<file path="src/sv/ofc_pkg.sv">
// Package: shared types, sizes and command/status structs of the overlap-add FIR convolver.
`timescale 1ns / 1ps
`default_nettype none

package ofc_pkg;

	localparam int MAX_TAPS      = 7;
	localparam int SAMPLE_BITS   = 16;
	localparam int COEF_BITS     = 16;
	localparam int OUT_BITS      = 34;
	localparam int TAP_CNT_BITS  = 3;
	localparam int PROD_BITS     = SAMPLE_BITS + COEF_BITS;
	localparam int TAP_IDX_W     = (MAX_TAPS > 1) ? $clog2(MAX_TAPS) : 1;
	localparam int CFG_IDX_W     = $clog2(MAX_TAPS + 1);

	// register indexes on the configuration port
	localparam logic [CFG_IDX_W-1:0] REG_TAP_COUNT = '0;
	localparam logic [CFG_IDX_W-1:0] REG_COEF_0    = CFG_IDX_W'(1);

	typedef struct packed {
		logic signed [SAMPLE_BITS-1:0] sample;
		logic                          final_sample;
	} in_t;

	typedef struct packed {
		logic signed [OUT_BITS-1:0] out_value;
		logic                       out_last;
	} out_t;

	// controller -> datapath
	typedef struct packed {
		logic                 load;       // shift the new sample in
		logic                 shift_zero; // shift a zero in for a tail output
		logic                 clear_hist; // flush the delay line after the last output
		logic                 mul_en;     // multiply tap tap_idx
		logic                 acc_clr;
		logic                 acc_add;
		logic [TAP_IDX_W-1:0] tap_idx;
		logic                 emit;       // write the output register
		logic                 last;
	} cmd_t;

	// datapath -> controller
	typedef struct packed {
		logic [TAP_CNT_BITS-1:0] taps;    // taps in use, 1 .. MAX_TAPS
	} status_t;

endpackage

`default_nettype wire

</file>
<file path="src/sv/overlap_add_fir_convolver.sv">
// Top level: overlap-add FIR convolver, controller plus datapath.
// Usage:
//   Input channel (in_valid/in_ready/in_data) takes one signed sample per transfer;
//   final_sample marks the last sample of a signal.
//   Output channel (out_valid/out_ready/out_data) delivers one full-precision sum
//   per sample, plus taps-1 tail sums after a final sample; out_last flags the
//   very last sum of the convolution.
//   Config channel (cfg_valid/cfg_ready/cfg_index/cfg_data) is always ready;
//   index 0 is tap_count, indexes 1..7 are coef_0..coef_6. Write it only idle.
// Timing:
//   One shared 16x16 multiplier runs one tap per cycle; after the last tap the
//   sum is written to the output register. Each tail sum reruns the tap loop.
//   in_ready is high only while no sample is in the tap loop.
// Reset (arst_n low): tap_count 1, coef_0 1, other coefficients and the delay
//   line zero, no result pending.
// Stall: a result waits in the output register; the next sample is still taken
//   and its sum is computed, then held until the pending result transfers.
`timescale 1ns / 1ps
`default_nettype none

module overlap_add_fir_convolver
	import ofc_pkg::*;
(
	input  wire logic                 clk,
	input  wire logic                 arst_n,
	input  wire logic                 in_valid,
	output logic                      in_ready,
	input  wire in_t                  in_data,
	output logic                      out_valid,
	input  wire logic                 out_ready,
	output out_t                      out_data,
	input  wire logic                 cfg_valid,
	output logic                      cfg_ready,
	input  wire logic [CFG_IDX_W-1:0] cfg_index,
	input  wire logic [COEF_BITS-1:0] cfg_data
);

	cmd_t    cmd;
	status_t status;

	// registers take every write at once
	assign cfg_ready = 1'b1;

	ofc_ctrl u_ctrl (
		.clk       (clk),
		.arst_n    (arst_n),
		.in_valid  (in_valid),
		.in_final  (in_data.final_sample),
		.in_ready  (in_ready),
		.out_valid (out_valid),
		.out_ready (out_ready),
		.status    (status),
		.cmd       (cmd)
	);

	ofc_dp u_dp (
		.clk       (clk),
		.arst_n    (arst_n),
		.cfg_we    (cfg_valid),
		.cfg_index (cfg_index),
		.cfg_data  (cfg_data),
		.sample    (in_data.sample),
		.cmd       (cmd),
		.status    (status),
		.out_data  (out_data)
	);

endmodule

`default_nettype wire

</file>
<file path="src/sv/ofc_dp.sv">
// Datapath: configuration registers, delay line, shared multiplier, accumulator, output register.
`timescale 1ns / 1ps
`default_nettype none

module ofc_dp
	import ofc_pkg::*;
(
	input  wire logic                          clk,
	input  wire logic                          arst_n,
	input  wire logic                          cfg_we,
	input  wire logic [CFG_IDX_W-1:0]          cfg_index,
	input  wire logic [COEF_BITS-1:0]          cfg_data,
	input  wire logic signed [SAMPLE_BITS-1:0] sample,
	input  wire cmd_t                          cmd,
	output status_t                            status,
	output out_t                               out_data
);

	logic [TAP_CNT_BITS-1:0]      tap_count_q;
	logic signed [COEF_BITS-1:0]  coef_q [MAX_TAPS];
	logic signed [SAMPLE_BITS-1:0] hist_q [MAX_TAPS];
	logic signed [PROD_BITS-1:0]  prod_q;
	logic [OUT_BITS-1:0]          acc_q;
	out_t                         out_q;

	// zero means one tap, anything above the maximum saturates
	always_comb begin
		if (tap_count_q == '0) begin
			status.taps = TAP_CNT_BITS'(1);
		end else if (tap_count_q > TAP_CNT_BITS'(MAX_TAPS)) begin
			status.taps = TAP_CNT_BITS'(MAX_TAPS);
		end else begin
			status.taps = tap_count_q;
		end
	end

	always_ff @(posedge clk or negedge arst_n) begin
		if (!arst_n) begin
			tap_count_q <= TAP_CNT_BITS'(1);
		end else if (cfg_we && cfg_index == REG_TAP_COUNT) begin
			tap_count_q <= cfg_data[TAP_CNT_BITS-1:0];
		end
	end

	for (genvar i = 0; i < MAX_TAPS; i++) begin : g_coef
		always_ff @(posedge clk or negedge arst_n) begin
			if (!arst_n) begin
				coef_q[i] <= (i == 0) ? COEF_BITS'(1) : '0;
			end else if (cfg_we && cfg_index == REG_COEF_0 + CFG_IDX_W'(i)) begin
				coef_q[i] <= cfg_data;
			end
		end
	end

	// delay line: entry 0 is the newest sample
	always_ff @(posedge clk or negedge arst_n) begin
		if (!arst_n) begin
			for (int i = 0; i < MAX_TAPS; i++) hist_q[i] <= '0;
		end else if (cmd.clear_hist) begin
			for (int i = 0; i < MAX_TAPS; i++) hist_q[i] <= '0;
		end else if (cmd.load || cmd.shift_zero) begin
			hist_q[0] <= cmd.load ? sample : '0;
			for (int i = 1; i < MAX_TAPS; i++) hist_q[i] <= hist_q[i-1];
		end
	end

	always_ff @(posedge clk) begin
		if (cmd.mul_en) begin
			prod_q <= PROD_BITS'(coef_q[cmd.tap_idx]) * PROD_BITS'(hist_q[cmd.tap_idx]);
		end
		if (cmd.acc_clr) begin
			acc_q <= '0;
		end else if (cmd.acc_add) begin
			acc_q <= acc_q + OUT_BITS'(prod_q);
		end
		if (cmd.emit) begin
			out_q.out_value <= acc_q + OUT_BITS'(prod_q);
			out_q.out_last  <= cmd.last;
		end
	end

	assign out_data = out_q;

endmodule

`default_nettype wire

</file>
<file path="src/sv/ofc_ctrl.sv">
// Controller: sequences the tap loop, tail outputs and the output handshake.
`timescale 1ns / 1ps
`default_nettype none

module ofc_ctrl
	import ofc_pkg::*;
(
	input  wire logic    clk,
	input  wire logic    arst_n,
	input  wire logic    in_valid,
	input  wire logic    in_final,
	output logic         in_ready,
	output logic         out_valid,
	input  wire logic    out_ready,
	input  wire status_t status,
	output cmd_t         cmd
);

	typedef enum logic [2:0] {
		ST_IDLE = 3'b001,
		ST_MAC  = 3'b010,
		ST_EMIT = 3'b100
	} state_t;

	state_t               state_q, state_d;
	logic [TAP_IDX_W-1:0] k_q, k_d;
	logic [TAP_IDX_W-1:0] tails_q, tails_d;
	logic                 fin_q, fin_d;
	logic                 out_valid_q;
	logic                 accept;
	logic                 last_tap;
	logic                 slot_free;

	assign in_ready  = (state_q == ST_IDLE);
	assign accept    = in_valid && in_ready;
	assign last_tap  = (TAP_CNT_BITS'(k_q) == status.taps - TAP_CNT_BITS'(1));
	assign slot_free = !out_valid_q || out_ready;
	assign out_valid = out_valid_q;

	always_comb begin
		state_d = state_q;
		k_d     = k_q;
		tails_d = tails_q;
		fin_d   = fin_q;
		cmd     = '0;
		cmd.tap_idx = k_q;
		case (state_q)
			ST_IDLE: begin
				if (accept) begin
					cmd.load = 1'b1;
					fin_d    = in_final;
					tails_d  = in_final ? TAP_IDX_W'(status.taps - TAP_CNT_BITS'(1)) : '0;
					k_d      = '0;
					state_d  = ST_MAC;
				end
			end
			ST_MAC: begin
				cmd.mul_en  = 1'b1;
				cmd.acc_clr = (k_q == '0);
				cmd.acc_add = (k_q != '0);
				if (last_tap) begin
					state_d = ST_EMIT;
				end else begin
					k_d = k_q + TAP_IDX_W'(1);
				end
			end
			ST_EMIT: begin
				if (slot_free) begin
					cmd.emit = 1'b1;
					cmd.last = fin_q && (tails_q == '0);
					if (tails_q != '0) begin
						// next tail output: zero in, rerun the taps
						cmd.shift_zero = 1'b1;
						tails_d        = tails_q - TAP_IDX_W'(1);
						k_d            = '0;
						state_d        = ST_MAC;
					end else begin
						cmd.clear_hist = fin_q;
						state_d        = ST_IDLE;
					end
				end
			end
			default: begin
				state_d = ST_IDLE;
			end
		endcase
	end

	always_ff @(posedge clk or negedge arst_n) begin
		if (!arst_n) begin
			state_q     <= ST_IDLE;
			k_q         <= '0;
			tails_q     <= '0;
			fin_q       <= 1'b0;
			out_valid_q <= 1'b0;
		end else begin
			state_q <= state_d;
			k_q     <= k_d;
			tails_q <= tails_d;
			fin_q   <= fin_d;
			if (cmd.emit) begin
				out_valid_q <= 1'b1;
			end else if (out_ready) begin
				out_valid_q <= 1'b0;
			end
		end
	end

`ifndef SYNTHESIS
	a_no_overwrite: assert property (@(posedge clk) disable iff (!arst_n)
		cmd.emit |-> (!out_valid_q || out_ready))
		else $error("output register overwritten while a result waits");

	a_tap_in_range: assert property (@(posedge clk) disable iff (!arst_n)
		(state_q == ST_MAC) |-> (TAP_CNT_BITS'(k_q) < status.taps))
		else $error("tap index beyond taps in use");

	a_last_to_idle: assert property (@(posedge clk) disable iff (!arst_n)
		(cmd.emit && cmd.last) |=> (state_q == ST_IDLE))
		else $error("last output not followed by idle");

	a_accept_starts: assert property (@(posedge clk) disable iff (!arst_n)
		accept |=> (state_q == ST_MAC && k_q == '0))
		else $error("accepted sample did not start the tap loop");
`endif

endmodule

`default_nettype wire

</file>
<file path="config.mk">
export PLATFORM = sky130hd
export DESIGN_NAME = overlap_add_fir_convolver
export DESIGN_NICKNAME = d
export VERILOG_FILES = /design/src/sv/ofc_pkg.sv /design/src/sv/overlap_add_fir_convolver.sv /design/src/sv/ofc_dp.sv /design/src/sv/ofc_ctrl.sv
export SDC_FILE = /design/constraint.sdc
export NUM_CORES = 1
export LEC_CHECK = 0
export ABC_CLOCK_PERIOD_IN_PS = 9000
export BUFFER_PORTS_ARGS = -buffer_cell sky130_fd_sc_hd__buf_2
export CAP_MARGIN = 20
export CORE_ASPECT_RATIO = 0.9
export CORE_UTILIZATION = 55
export CTS_CLUSTER_DIAMETER = 200
export CTS_CLUSTER_SIZE = 8
export DETAILED_ROUTE_END_ITERATION = 16
export PLACE_DENSITY = 0.72
export SYNTH_ARGS = -nofsm -noshare
export SYNTH_HDL_FRONTEND = slang
export SYNTH_HIERARCHICAL = 1
export SYNTH_SLANG_ARGS = --single-unit
</file>
<file path="constraint.sdc">
create_clock -name clk -period 9 [get_ports clk]
set_input_delay 1.8 -clock clk [delete_from_list [all_inputs] [get_ports clk]]
set_output_delay 1.8 -clock clk [all_outputs]
set_load 0.01 [all_outputs]
</file>
==> flow_summary.ini, run 1 <==
[cts]
cts_setup_buffers = 0
numCtsBuffers = 48
cts_resized = 0
clkTransAtPathRegs_ps = 50
cts_tree = built
root_buffer = clkbuf_16
cts-htree-levels = 2
cts_sinks = 339
cts.path.max_buffers = 3
clock_latency_ps = 590
cts_hold_buf = 0

[setup_path]
cp_cell_sequence = buf_12 -> mux4_2 -> o21ai_1 -> buf_4 -> nor2_1 -> fa_1 -> inv_1 -> fa_1 -> fa_1 -> fa_1 -> inv_1 -> fa_1 -> fa_1 -> ha_1 -> a21oi_1 -> o21bai_1 -> a21oi_1 -> o221a_2 -> a21boi_1 -> o31a_1 -> and4_1 -> o31a_1 -> nor2_1 -> xnor2_1
crit_top_cell = fa_1
crit_path_start_kind = flop
worstPathArrival_ps = 8330
crit_slowest_cell = dfrtp_4
crit_type = reg -> reg
path_delay_family = adder cells
cp_data_required_time_ps = 9320
path_max_fanout = 27
cpPeakStageDelay_ps = 640
cp-end-kind = flop
critical_path_buf_inv_count = 4

[die]
core_region_area_mm2 = 0.0466
initial_core_util_pct = 55.8
dieArea_mm2 = 0.0482
io_pins = 79
die_width_um = 231
die_y_um = 208
rows = 75

[final_layout]
area_growth_pct = 10.0
fill_cells = 3689
drive_gt1_share_pct = 15.8
fin_nets = 2978

[synthesis]
ys_seq_area_share_pct = 33.3
yosysMostFrequentCell = inv_1
synthTopCellsByCount = inv_1 (334), fa_1 (263), nor2_1 (242)
synth_edf_count = 67
synthesis.area_mm2 = 0.0260
ys.flop_type = dfrtp_1
netlist.area_leader.share_pct = 22.6
synth_async_sr_flop_share_pct = 70.2
synth_cell_types = 92
yosysTopAreaCell = dfrtp_1
syn_inst = 2496
synth_nets = 2920
ys_ff_latch = 339
ys_warn_count = 6
synthTopCellsByArea = dfrtp_1 (23%), fa_1 (20%), edfxtp_1 (7.7%)
avgSynthCellArea_um2 = 10.4

[sta]
drv_slew = 0
rsz0062_at_grt = false
tightest_slew_ps = 1040
final.period_utilization_pct = 88.9
layout_min_cycle_time_ps = 8000
hold_viol = 0
final.setup.tns_ps = 0
finalSetupViolations = 0
relSlewSlack_pct = 30.4
max_freq_mhz = 125
finalClockSkew_ps = 44.8

[placement]
port_buffers = 77
hpwl_mm = 43.5
place_congestion = 0.939

[global_route]
grt_pass1_vias = 18800
grt_antenna_before_repair = 0
grt_pass1_wl_mm = 98.0
grt_max_degree = 209
overflow = 0
track_usage_pct = 25.5

[run]
cap_viol_max_count = 0

[routing]
vias_per_cell = 5.54
routedWlPerCell_um = 18.2
drt-initial-drc-count = 968
via_count = 17800
firstDrtPassIters = 5
ant_nets = 0
route.detailed.drc = 0
drt_wl_total_mm = 58.3

[min_path]
min_path_type = reg -> reg

[outcome]
status = finished, final reports clean
## per-layer routing
metal | GRT usage (%) | part of all wire, % | vias up
met4 | 7.17 | 2.4 | 0
met1 | 35.9 | 45 | 8953
met2 | 40.0 | 46 | 459
met5 | 0 | 0 | -
li1 | - | - | 8274
met3 | 5.28 | 6.3 | 96
## stage by stage
stage / utilization, % / setup slack, ps / area [um2] / std cells / hold slack [ps]
after floorplan: - / 1420 / 26000 / 2496 / 450
after global placement: 58.2 / 1190 / 27100 / 3114 / 462
after detailed placement: 58.3 / 971 / 27200 / 3117 / 470
after CTS: 61.2 / 1000 / 28600 / 3203 / 482
after global routing: 61.4 / 661 / 28600 / 3206 / 507
final: 61.4 / 998 / 28600 / 3207 / 479
## flip-flops by register name, indices dropped and copies added (netlist names)
name / flops
u_dp/acc_q: 34
u_dp/prod_q: 32
u_dp/hist_q: 112
u_dp/out_data: 35
u_dp/tap_count_q: 3
u_ctrl/out_valid: 1
u_ctrl/tails_q: 3
u_ctrl/fin_q: 1
u_ctrl/k_q: 3
u_ctrl/state_q: 3
u_dp/coef_q: 112
## final timing paths
| kind | slack, ps | start | cells after the start | endpoint |
|---|---|---|---|---|
| max | 1000 | u_ctrl/k_q[0]$_DFFE_PN0P_ | 24 | u_dp/prod_q[30]$_DFFE_PP_ |
| min | 480 | u_dp/hist_q[13]$_DFFE_PN0P_ | 2 | u_dp/hist_q[13]$_DFFE_PN0P_ |
| max reg2reg | 1000 | u_ctrl/k_q[0]$_DFFE_PN0P_ | 24 | u_dp/prod_q[30]$_DFFE_PP_ |
| min reg2reg | 480 | u_dp/hist_q[13]$_DFFE_PN0P_ | 2 | u_dp/hist_q[13]$_DFFE_PN0P_ |
| max in group asynchronous | 6510 | arst_n | 3 | u_dp/coef_q[73]$_DFFE_PN0P_ |
| min in group asynchronous | 1210 | arst_n | 1 | u_dp/hist_q[110]$_DFFE_PN0P_ |
## worst min-delay path, delay by kind of cell (launching register included)
kind / cells / cell delay, ps
AOI/OAI and AO/OA: 1 / 60
DFF: 1 / 340
and+or+nand+nor: 1 / 40
## kinds of logic (layout without fill, tap and decap cells)
family	Yosys count	count (layout)	synth area share [%]
buffers and inverters	448	542	6.61
AND/OR/NAND/NOR	672	672	12.1
AO/OA/AOI/OAI	372	372	9.34
multiplexers	208	208	10.1
other	1	2	0.0144
adder cells (fa/ha/maj)	383	383	26.0
flip-flops	339	339	33.3
XOR/XNOR	73	73	2.54
## layout by cell type, fill, tap and decap left out, types with 59 or more instances in the layout
cell type / instances
inv_1: 334
fa_1: 263
nor2_1: 242
dfrtp_1: 232
nand2_1: 207
o21ai_0: 125
ha_1: 120
mux2_2: 117
nand2b_1: 114
buf_2: 76
a21oi_1: 72
edfxtp_1: 67
mux2i_1: 59
## cell type report
| class | instances | area [um2] | area share (%) |
|---|---|---|---|
| repair buffers | 122 | 846 | 2.96 |
| clock inverters | 4 | 66.3 | 0.232 |
| inverters | 334 | 1250 | 4.38 |
| diodes | 1 | 2.50 | 0.00874 |
| flip-flops and latches | 339 | 8660 | 30.3 |
| well taps | 616 | 771 | 2.69 |
| clock buffers | 82 | 1330 | 4.64 |
| multi-input cells | 1709 | 15700 | 54.8 |
Power of run 1 is not shown: default switching activity piles up to over one toggle a cycle in this logic, so the estimate is an artifact.
==> run 2: changes to the inputs <==
- ABC_AREA: default -> 1
- CTS_CLUSTER_DIAMETER: 200 -> 100
==> run 2 against run 1 <==
  * Final cell count grew 25%
  * Flip-flop and latch count is the same
  * First-iteration DRC count grew to 2.6 times the previous value
  * Synthesized cell count grew 34%
  * Clock skew shrank 8.2 ps
  * Largest cell class unchanged
  * Die area grew 4.9%
  * Synthesized area grew 4.9%
  * Global-route usage grew 4.1 points
==> flow_summary.ini, run 2 <==
[outcome]
status = finished, final reports clean

[setup_path]
worstPathArrival_ps = 8230
cp_data_required_time_ps = 9290
crit_path_start_kind = flop
worstRegToRegCells = 21
cp-end-kind = flop
r2r-start = u_ctrl/k_q[1]$_DFFE_PN0P_
reg2reg_to = u_dp/prod_q[30]$_DFFE_PP_
regToRegSetupSlack_ps = 1060
path_max_fanout = 39
crit_type = reg -> reg

[sta]
finalClockSkew_ps = 36.6
tightest_slew_ps = 1080
fin_hold_ws_ps = 474
layout_min_cycle_time_ps = 7940
hold_viol = 0
final.setup.tns_ps = 0
final.period_utilization_pct = 88.2
drv_slew = 0
max_freq_mhz = 126
finalSetupViolations = 0
rsz0062_at_grt = false
relSlewSlack_pct = 27.9

[cts]
cts_setup_buffers = 0
cts_sinks = 339
cts-htree-levels = 2
clkTransAtPathRegs_ps = 50
cts_tree = built
clock_latency_ps = 600
cts.path.max_buffers = 3
cts_hold_buf = 0
root_buffer = clkbuf_16
numCtsBuffers = 48
cts_resized = 0

[global_route]
grt_pass1_wl_mm = 118
grt_pass1_vias = 22500
overflow = 0
grt_antenna_before_repair = 1
grt_max_degree = 129
track_usage_pct = 29.6

[die]
rows = 77
io_pins = 79
die_y_um = 213
die_width_um = 237
dieArea_mm2 = 0.0505
core_region_area_mm2 = 0.0490
initial_core_util_pct = 55.7

[routing]
vias_per_cell = 5.67
topRoutingLayerUsed = met4
route.detailed.drc = 0
wl_met2_mm = 32.1
via_count = 22800
wl_met3_mm = 6.04
wl_met1_mm = 31.7
routedWlPerCell_um = 17.8
drt-initial-drc-count = 2500
drt_wl_total_mm = 71.7
ant_nets = 0
firstDrtPassIters = 6

[synthesis]
synthTopCellsByArea = dfrtp_1 (22%), fa_1 (19%), nand2_1 (8.2%)
syn_inst = 3345
yosysMostFrequentCell = nand2_1
netlist.area_leader.share_pct = 21.5
synth_cell_types = 41
synth_async_sr_flop_share_pct = 70.2
synth_edf_count = 67
synthesis.area_mm2 = 0.0273
ys_seq_area_share_pct = 31.7
synth_nets = 3769
ys_ff_latch = 339
ys.flop_type = dfrtp_1
ys_warn_count = 6
synthTopCellsByCount = nand2_1 (594), inv_1 (592), nor2_1 (367)
avgSynthCellArea_um2 = 8.16
yosysTopAreaCell = dfrtp_1

[final_layout]
layout.cells.non_filler = 4024
final_cell_mix = nand2_1 (593), inv_1 (591), nor2_1 (365)
antenna_cells = 0
area_growth_pct = 8.21
layout_commonest_cell = nand2_1
drive_gt1_share_pct = 7.31
fin_nets = 3786

[placement]
place_congestion = 1.03
dp_cells = 3937
hpwl_mm = 53.4
port_buffers = 77

[min_path]
hold_path_depth = 2
hp-start = u_dp/coef_q[68]$_DFFE_PN0P_
hold_end = u_dp/coef_q[68]$_DFFE_PN0P_
min_path_type = reg -> reg

[run]
cap_viol_max_count = 0
-- run 2: changes by cell type after synthesis, moves of 114 or more --
cell / before / now
nand2_1: 207 / 594
inv_1: 334 / 592
nand3_1: 8 / 212
o21ai_0: 129 / 306
nor2_1: 242 / 367
mux2_2: 117 / 0
nand2b_1: 114 / 0
-- run 2: metrics by stage --
| stage | cell area, um2 | util (%) | setup slack [ps] |
|---|---|---|---|
| final | 29500 | 60.2 | 1060 |
| after global routing | 29500 | 60.2 | 614 |
| after CTS | 29400 | 59.9 | 1130 |
| after detailed placement | 28000 | 57.0 | 1200 |
| after global placement | 28000 | 57.0 | 1300 |
| after floorplan | 27300 | - | 2790 |
-- run 2: critical path: stages (launching register included) --
cell and delay, ps:
dfrtp_1 560, inv_2 670, o21ai_0 190, o22ai_1 160, inv_1 70, o21ai_2 480
inv_1 240, nor2_1 250, fa_1 580, fa_1 830, fa_1 530, fa_1 570
fa_1 440, fa_1 450, ha_1 430, nand2_1 140, nor2_1 160, inv_1 110
nor2_1 230, nand4_1 270, nand3_1 160, nand2_1 110
-- run 2: final cells by class --
class | count | area (um2)
Clock inverter | 3 | 68.8
Sequential cell | 339 | 8660
Clock buffer | 77 | 1330
Timing Repair Buffer | 101 | 703
Fill cell | 4305 | 19500
Multi-Input combinational cell | 2248 | 15600
Tap cell | 632 | 791
Inverter | 624 | 2350
-- run 2: how the worst max path moves through the flow --
stage / from / to / slack, ps / cells after the start
6_report: u_ctrl/k_q[1]$_DFFE_PN0P_ / u_dp/prod_q[30]$_DFFE_PP_ / 1060 / 21
3_3_place_gp: u_ctrl/k_q[0]$_DFFE_PN0P_ / u_dp/prod_q[30]$_DFFE_PP_ / 1300 / 26
5_1_grt: u_ctrl/k_q[1]$_DFFE_PN0P_ / u_dp/prod_q[30]$_DFFE_PP_ / 610 / 23
4_1_cts: u_ctrl/k_q[1]$_DFFE_PN0P_ / u_dp/prod_q[30]$_DFFE_PP_ / 1130 / 23
3_5_place_dp: u_ctrl/k_q[0]$_DFFE_PN0P_ / u_dp/prod_q[30]$_DFFE_PP_ / 1200 / 24
2_1_floorplan: u_ctrl/k_q[0]$_DFFE_PN0P_ / u_dp/prod_q[31]$_DFFE_PP_ / 2790 / 25
-- run 2: cells by family after synthesis --
group	synth area share, %
compound gates	12.3
simple gates	18.3
buf+inv	11.2
flops	31.7
other cells	0.0137
fa+ha+maj	24.8
xor+xnor	1.70
-- run 2: per-layer routing --
| layer | track usage [%] | vias to the layer above |
|---|---|---|
| li1 | - | 10500 |
| met5 | 0 | - |
| met1 | 43.1 | 11200 |
| met4 | 7.84 | 0 |
| met2 | 46.4 | 946 |
| met3 | 4.83 | 132 |
Power of run 2 is left out for the same reason.
